===== config.mk =====
export PLATFORM = sky130hd
export DESIGN_NAME = firewall_rule_table_unit
export DESIGN_NICKNAME = d
export VERILOG_FILES = /design/src/design/fwrt_pkg.sv /design/src/design/fwrt_ram.sv /design/src/design/firewall_rule_table_unit.sv
export SDC_FILE = /design/constraint.sdc
export NUM_CORES = 2
export LEC_CHECK = 0
export BUFFER_PORTS_ARGS = -buffer_cell sky130_fd_sc_hd__buf_2
export CAP_MARGIN = 20
export CORE_ASPECT_RATIO = 1.5
export CORE_UTILIZATION = 54
export CTS_CLUSTER_SIZE = 30
export DETAILED_ROUTE_END_ITERATION = 8
export GPL_ROUTABILITY_DRIVEN = 0
export PLACE_DENSITY = 0.7
export SETUP_SLACK_MARGIN = 0.5
export SKIP_LAST_GASP = 1
export SLEW_MARGIN = 25
export SYNTH_ARGS = -nofsm -noshare
export SYNTH_HDL_FRONTEND = slang
export SYNTH_SLANG_ARGS = --single-unit

===== constraint.sdc =====
create_clock -name clk -period 13.7 [get_ports clk]
set_input_delay 0.685 -clock clk [delete_from_list [all_inputs] [get_ports clk]]
set_output_delay 0.685 -clock clk [all_outputs]
set_load 0.1 [all_outputs]

===== src/design/fwrt_pkg.sv =====
`timescale 1ns / 1ps

package fwrt_pkg;

	localparam int MaxRules = 16;

	localparam int AddrW   = 32;
	localparam int PortW   = 16;
	localparam int ModeW   = 2;
	localparam int StatusW = 3;
	localparam int IndexW  = 4;
	localparam int RuleW   = 2 * AddrW + 2 * PortW;

	typedef enum logic [ModeW-1:0] {
		ModeAdd  = 2'd0,
		ModeDel  = 2'd1,
		ModeConn = 2'd2,
		ModeRsvd = 2'd3
	} mode_t;

	typedef enum logic [StatusW-1:0] {
		StAdded    = 3'd0,
		StInvalid  = 3'd1,
		StDeleted  = 3'd2,
		StNotFound = 3'd3,
		StAccepted = 3'd4,
		StRejected = 3'd5,
		StFull     = 3'd6,
		StUnused   = 3'd7
	} status_t;

endpackage


===== src/design/fwrt_ram.sv =====
`timescale 1ns / 1ps

// Simple dual-port RAM, one write and one registered read per cycle.
module fwrt_ram #(
	parameter int Width = 8,
	parameter int Depth = 16,
	localparam int AW = (Depth > 1) ? $clog2(Depth) : 1
) (
	input  logic             clk,
	input  logic             we,
	input  logic [AW-1:0]    waddr,
	input  logic [Width-1:0] wdata,
	input  logic             re,
	input  logic [AW-1:0]    raddr,
	output logic [Width-1:0] rdata
);

	logic [Width-1:0] mem [Depth];

	always_ff @(posedge clk) begin
		if (we) begin
			mem[waddr] <= wdata;
		end
		if (re) begin
			rdata <= mem[raddr];
		end
	end

endmodule


===== src/design/firewall_rule_table_unit.sv =====
`timescale 1ns / 1ps

// Ordered firewall rule table: add, delete and connection check on
// IPv4 address ranges paired with port ranges.
//
// Command channel: a transaction is taken at a rising edge with start high
// and busy low; mode and the four range fields are sampled at that edge.
// Result channel: done is high for exactly one cycle, with status and
// rule_index valid in that cycle. The receiver cannot stall; every
// command produces exactly one result.
//
// Sequencing: add, an invalid range on add or delete, reserved mode or an
// empty table answer in the cycle after start. Check and delete scan the
// rule RAM, one entry read per cycle through the single comparator. A
// delete hit at position i then compacts the table, one entry moved per
// cycle through the same RAM port pair. busy is high while scanning or
// compacting.
//
// Reset clears the rule count; RAM contents are left as they are and are
// never read before being written.
module firewall_rule_table_unit #(
	parameter int MaxRules = fwrt_pkg::MaxRules
) (
	input  logic                          clk,
	input  logic                          arst_n,
	input  logic                          start,
	output logic                          busy,
	input  logic [fwrt_pkg::ModeW-1:0]    mode,
	input  logic [fwrt_pkg::AddrW-1:0]    addr_first,
	input  logic [fwrt_pkg::AddrW-1:0]    addr_last,
	input  logic [fwrt_pkg::PortW-1:0]    port_first,
	input  logic [fwrt_pkg::PortW-1:0]    port_last,
	output logic                          done,
	output logic [fwrt_pkg::StatusW-1:0]  status,
	output logic [fwrt_pkg::IndexW-1:0]   rule_index
);

	import fwrt_pkg::*;

	// AW addresses the RAM, CW counts rules up to and including MaxRules
	localparam int AW = (MaxRules > 1) ? $clog2(MaxRules) : 1;
	localparam int CW = $clog2(MaxRules + 1);

	typedef enum logic [1:0] {
		Idle,
		Scan,
		Shift
	} state_t;

	state_t           state_q;
	logic [CW-1:0]    cnt_q;       // stored rules
	logic [CW-1:0]    ptr_q;       // next RAM address to read
	logic             pend_s1;     // read data returns this cycle
	logic [CW-1:0]    idx_s1;      // address of the returning data
	logic [CW-1:0]    del_q;       // position of the deleted rule
	mode_t            mode_q;
	logic [AddrW-1:0] af_q, al_q;
	logic [PortW-1:0] pf_q, pl_q;
	logic             done_q;
	status_t          status_q;
	logic [IndexW-1:0] index_q;

	// RAM ports
	logic             ram_we, ram_re;
	logic [AW-1:0]    ram_waddr, ram_raddr;
	logic [RuleW-1:0] ram_wdata, ram_rdata;

	logic             accept;
	logic             ordered;
	logic             more;
	logic             hit;
	logic [AddrW-1:0] r_af, r_al;
	logic [PortW-1:0] r_pf, r_pl;

	assign accept  = start && (state_q == Idle);
	assign ordered = (addr_first <= addr_last) && (port_first <= port_last);
	assign more    = (ptr_q < cnt_q);

	assign {r_af, r_al, r_pf, r_pl} = ram_rdata;

	// Shared compare unit: exact match for delete, coverage for check
	always_comb begin
		if (mode_q == ModeDel) begin
			hit = (r_af == af_q) && (r_al == al_q) && (r_pf == pf_q) && (r_pl == pl_q);
		end else begin
			hit = (af_q >= r_af) && (af_q <= r_al) && (pf_q >= r_pf) && (pf_q <= r_pl);
		end
	end

	always_comb begin
		ram_we    = 1'b0;
		ram_waddr = cnt_q[AW-1:0];
		ram_wdata = {addr_first, addr_last, port_first, port_last};
		if (accept && (mode_t'(mode) == ModeAdd) && ordered && (cnt_q < CW'(MaxRules))) begin
			ram_we = 1'b1;
		end else if ((state_q == Shift) && pend_s1) begin
			// move entry idx down by one
			ram_we    = 1'b1;
			ram_waddr = AW'(idx_s1 - CW'(1));
			ram_wdata = ram_rdata;
		end
	end

	assign ram_re    = (state_q != Idle) && more;
	assign ram_raddr = ptr_q[AW-1:0];

	fwrt_ram #(
		.Width (RuleW),
		.Depth (MaxRules)
	) u_ram (
		.clk   (clk),
		.we    (ram_we),
		.waddr (ram_waddr),
		.wdata (ram_wdata),
		.re    (ram_re),
		.raddr (ram_raddr),
		.rdata (ram_rdata)
	);

	always_ff @(posedge clk or negedge arst_n) begin
		if (!arst_n) begin
			state_q  <= Idle;
			cnt_q    <= '0;
			ptr_q    <= '0;
			pend_s1  <= 1'b0;
			idx_s1   <= '0;
			del_q    <= '0;
			mode_q   <= ModeAdd;
			af_q     <= '0;
			al_q     <= '0;
			pf_q     <= '0;
			pl_q     <= '0;
			done_q   <= 1'b0;
			status_q <= StAdded;
			index_q  <= '0;
		end else begin
			done_q <= 1'b0;
			unique case (state_q)
				Idle: begin
					if (accept) begin
						mode_q  <= mode_t'(mode);
						af_q    <= addr_first;
						al_q    <= addr_last;
						pf_q    <= port_first;
						pl_q    <= port_last;
						ptr_q   <= '0;
						pend_s1 <= 1'b0;
						index_q <= '0;
						unique case (mode_t'(mode))
							ModeAdd: begin
								done_q <= 1'b1;
								if (!ordered) begin
									status_q <= StInvalid;
								end else if (cnt_q >= CW'(MaxRules)) begin
									status_q <= StFull;
								end else begin
									status_q <= StAdded;
									index_q  <= IndexW'(cnt_q);
									cnt_q    <= cnt_q + CW'(1);
								end
							end
							ModeDel: begin
								if (!ordered) begin
									done_q   <= 1'b1;
									status_q <= StInvalid;
								end else if (cnt_q == '0) begin
									done_q   <= 1'b1;
									status_q <= StNotFound;
								end else begin
									state_q <= Scan;
								end
							end
							ModeConn: begin
								if (cnt_q == '0) begin
									done_q   <= 1'b1;
									status_q <= StRejected;
								end else begin
									state_q <= Scan;
								end
							end
							ModeRsvd: begin
								done_q   <= 1'b1;
								status_q <= StUnused;
							end
						endcase
					end
				end

				Scan: begin
					// one read issued and one entry compared per cycle
					pend_s1 <= more;
					idx_s1  <= ptr_q;
					if (more) begin
						ptr_q <= ptr_q + CW'(1);
					end
					if (pend_s1 && hit) begin
						pend_s1 <= 1'b0;
						if (mode_q == ModeDel) begin
							del_q   <= idx_s1;
							ptr_q   <= idx_s1 + CW'(1);
							state_q <= Shift;
						end else begin
							done_q   <= 1'b1;
							status_q <= StAccepted;
							index_q  <= IndexW'(idx_s1);
							state_q  <= Idle;
						end
					end else if (pend_s1 && !more) begin
						// last entry compared, no match
						done_q   <= 1'b1;
						status_q <= (mode_q == ModeDel) ? StNotFound : StRejected;
						state_q  <= Idle;
					end
				end

				Shift: begin
					// read entry ptr while writing the previous one down
					pend_s1 <= more;
					idx_s1  <= ptr_q;
					if (more) begin
						ptr_q <= ptr_q + CW'(1);
					end else begin
						cnt_q    <= cnt_q - CW'(1);
						done_q   <= 1'b1;
						status_q <= StDeleted;
						index_q  <= IndexW'(del_q);
						state_q  <= Idle;
					end
				end

				default: begin
					state_q <= Idle;
				end
			endcase
		end
	end

	assign busy       = (state_q != Idle);
	assign done       = done_q;
	assign status     = status_q;
	assign rule_index = index_q;

`ifndef SYNTHESIS
	// a command always yields activity or an answer on the next cycle
	ast_start_answered: assert property (@(posedge clk) disable iff (!arst_n)
		accept |=> (busy || done))
		else $error("command neither started nor answered");

	// results only appear once the sequencer is back to idle
	ast_done_idle: assert property (@(posedge clk) disable iff (!arst_n)
		done |-> !busy)
		else $error("result strobed while busy");

	ast_cnt_range: assert property (@(posedge clk) disable iff (!arst_n)
		cnt_q <= CW'(MaxRules))
		else $error("rule count above table size");

	// a successful add grows the table by exactly one
	ast_add_count: assert property (@(posedge clk) disable iff (!arst_n)
		(done && (status_q == StAdded)) |-> (cnt_q == $past(cnt_q) + CW'(1)))
		else $error("add did not bump rule count");

	// a delete shrinks the table by exactly one
	ast_del_count: assert property (@(posedge clk) disable iff (!arst_n)
		(done && (status_q == StDeleted)) |-> (cnt_q == $past(cnt_q) - CW'(1)))
		else $error("delete did not drop rule count");
`endif

endmodule

==> summary.txt <==
Die area - 133,400 um2
Sw Ratio - 27.33%
H-tree Lvls - 4
Reg2Reg Setup Slack - 6.98 ns
Comb power frac - 17.1%
GRT Total Usage - 26.82%
RR Startpoint - state_q[0]
WL final - 175,200 um
Commonest non-fill, non-tap cells in the layout - 1,632 x edfxtp_1, 480 x mux4_2, 201 x nand2_1, 164 x inv_1, 162 x ha_1
Hold buffer count at CTS - 1
Max VDD drop - 0.1350 mV
Post-cts resize count - 0
Final std cells w/o fill - 5,633
Syn nets - 3,806
Reg2reg end - u_ram.mem[15][91]
Setup Viol. Count Final - 0
Hold Path Class - primary input to flop
DP HPWL - 105,400 um
Total iterations of the first detailed-routing run - 7
Clk_lat worst skew - 0.79 ns
Row cnt - 162
DP Cell Count - 5,336
GRT overflow - 0
Share of the synthesized area in the top cell type - 68.79%
Maximum root-to-sink buffer count - 3
CTS tree - done
Endpoint, Worst Hold - pf_q[5]
Die W - 298.6 um
Final min period - 7.254 ns
Reg2Reg Depth - 10
Worst slack, placed - 5.770 ns
Hold Vio Cnt, Final - 0
Share of cells above drive strength 1 - 27.40%
Mapped Cells - 3,542
Synth Cell Area - 71,240 um2
Avg Vias per Cell - 6.364
Max_cap viols - 0
CTS buffer count - 157
Post-DRT Antenna Nets - 0
Largest net degree at the start of global routing - 152
Primary FF master, synth - edfxtp_1
Ys Warns - 0
Vias - 35.85k
First DRT Iteration DRCs - 3,835
Startpoint types - primary input
Ys async rst share - 7.273%
WS Path Type - primary input to flop
IO buf count - 109
DIE HEIGHT - 446.8 um
Hold wc startpoint - port_first[5]
Post-synth EDFFs - 1,632
Yosys reg bits - 1,760
Clock power frac - 33.5%
Clock sinks - 1,760
CP Data Arrival Time - 7.64 ns
Final worst-path cycle share - 52.95%
Initial antenna violation count - 3
Post-CTS Setup Repair Bufs - 0
Req. time, crit path - 14.09 ns
Global-route wire length before repair - 254,100 um
Area grow syn2layout - 11.77%
Most common cell after layout, fill and taps aside - edfxtp_1
Final worst setup slack - 6.446 ns
CP max FO - 85
Clk pin slew, worst setup/hold paths - 0.06 ns
CP Capture Type - flop
Clk_skew - 0.03287 ns
Status - complete, no violations
Leakage power - 26.28 nW
Initial Util - 54.66%
Flop pwr share - 49.4%
RSZ-0062 raised after global routing - false
Ports - 110
CTS root buf - clkbuf_16
Vias in the first global route - 36.59k
Unique masters post-synth - 65
Wire per inst - 31.09 um
Residual DRC - 0
Net Sw Power - 3.560 mW
Slew headroom - 25.75%
Post-synthesis sequential area ratio - 73.29%
Actual slew at the worst max-slew pin - 1.106 ns
Yosys top cell by area - edfxtp_1
TNS Setup - 0 ns
Avg Synthesized Cell Area - 20.11 um2
Fin nets - 4,039
Fmax - 0.1379 GHz
Internal - 9.467 mW
PwrDens - 163.6 nW/um2
Max Slew Vio Count - 0
Hold Path Depth - 2
Core region area - 130,300 um2
Synth top area cells - edfxtp_1 69%, mux4_2 15%, dfrtp_1 4.5%
[power groups by stage]
stage	Clock [mW]	Sequential, mW	Combinational, mW
floorplan	0	6.48	1.45
global placement	0	6.53	2.19
detailed placement	0	6.54	2.22
CTS	4.42	6.43	2.23
global route	4.61	6.45	2.40
finish	4.37	6.43	2.23
[synthesized netlist by cell type (8+ instances only)]
| library cell | instances |
|---|---|
| nand2_1 | 202 |
| ha_1 | 162 |
| dfrtp_1 | 128 |
| inv_1 | 164 |
| nor3_1 | 13 |
| xor2_1 | 54 |
| a21oi_1 | 66 |
| buf_6 | 8 |
| o21ai_0 | 181 |
| buf_2 | 10 |
| clkbuf_1 | 103 |
| edfxtp_1 | 1632 |
| nor4_1 | 19 |
| o31ai_1 | 9 |
| a31oi_1 | 8 |
| mux4_2 | 480 |
| nand4_1 | 35 |
| nand3_1 | 24 |
| nor2_1 | 39 |
| mux2_2 | 63 |
| buf_1 | 30 |
| a21o_1 | 12 |
[sequential cells by signal (all words and copies together), names as in the netlist, 3 cells and up]
name / cells
pl_q: 16
ptr_q: 5
del_q: 4
cnt_q: 5
u_ram.mem: 1536
pf_q: 16
status: 3
af_q: 32
rule_index: 4
idx_s1: 5
u_ram.rdata: 96
al_q: 32
[layer usage]
layer	track usage, %	part of all wire, %	up-vias
met5	0	0	-
met1	36.12	38	18965
met3	4.257	7.6	307
li1	-	-	14889
met4	9.125	3.5	0
met2	44.86	51	1690
[final cells by class]
cell class	count	area, um2
antenna	2	5.005
clock buffer	189	4101
clock inverter	104	958.4
fill	9086	50700
inverter	164	615.6
multi-input combinational	1463	18010
sequential	1760	52230
tap	1722	2155
timing repair buffer	229	1558
[per-stage QoR]
stage | area (um2) | util, % | hold WS (ns) | power (mW)
2_1_floorplan | 71240 | - | 0.3894 | 7.923
6_report | 79630 | 61.10 | 0.1869 | 13.03
5_1_grt | 79630 | 61.09 | 0.1574 | 13.46
4_1_cts | 79520 | 61.01 | 0.1259 | 13.08
3_5_place_dp | 74450 | 57.12 | 0.4730 | 8.758
3_3_place_gp | 74370 | 57.06 | 0.4626 | 8.721
[critical path, cell delays in order]
cell       delay [ns]
buf_2            0.13
inv_1            0.19
ha_1             0.28
nand4_1          0.14
a211oi_1         0.08
a2111oi_0        0.70
a22oi_1          0.52
nand4b_4         0.39
o311ai_4         0.25
buf_4            0.55
buf_4            0.85
a31oi_1          0.53
nor2_4           0.74
buf_4            0.61
buf_4            0.87
[kinds of logic (layout without fill, tap and decap cells)]
group,after synthesis,count (layout),synth area share (%)
XOR/XNOR,59,59,0.7254
flip-flops,1760,1760,73.29
other,0,2,0
AO/OA/AOI/OAI,329,329,2.687
AND/OR/NAND/NOR,365,365,2.396
multiplexers,547,547,16.23
buffers and inverters,319,686,1.804
adder cells (fa/ha/maj),163,163,2.873
[how the worst max path moves through the flow]
stage,start,to,cells after the start,slack [ns]
after global routing,port_last[12],u_ram.mem[15][2],15,6.21
final,port_last[12],u_ram.mem[15][91],15,6.45
after floorplan,addr_last[11],u_ram.mem[11][0],11,6.26
after detailed placement,port_last[12],u_ram.mem[15][87],15,5.77
after CTS,port_last[12],u_ram.mem[15][77],15,6.62
after global placement,port_last[12],u_ram.mem[15][88],15,5.83
Note: power is estimated with default switching activity, not from simulation.
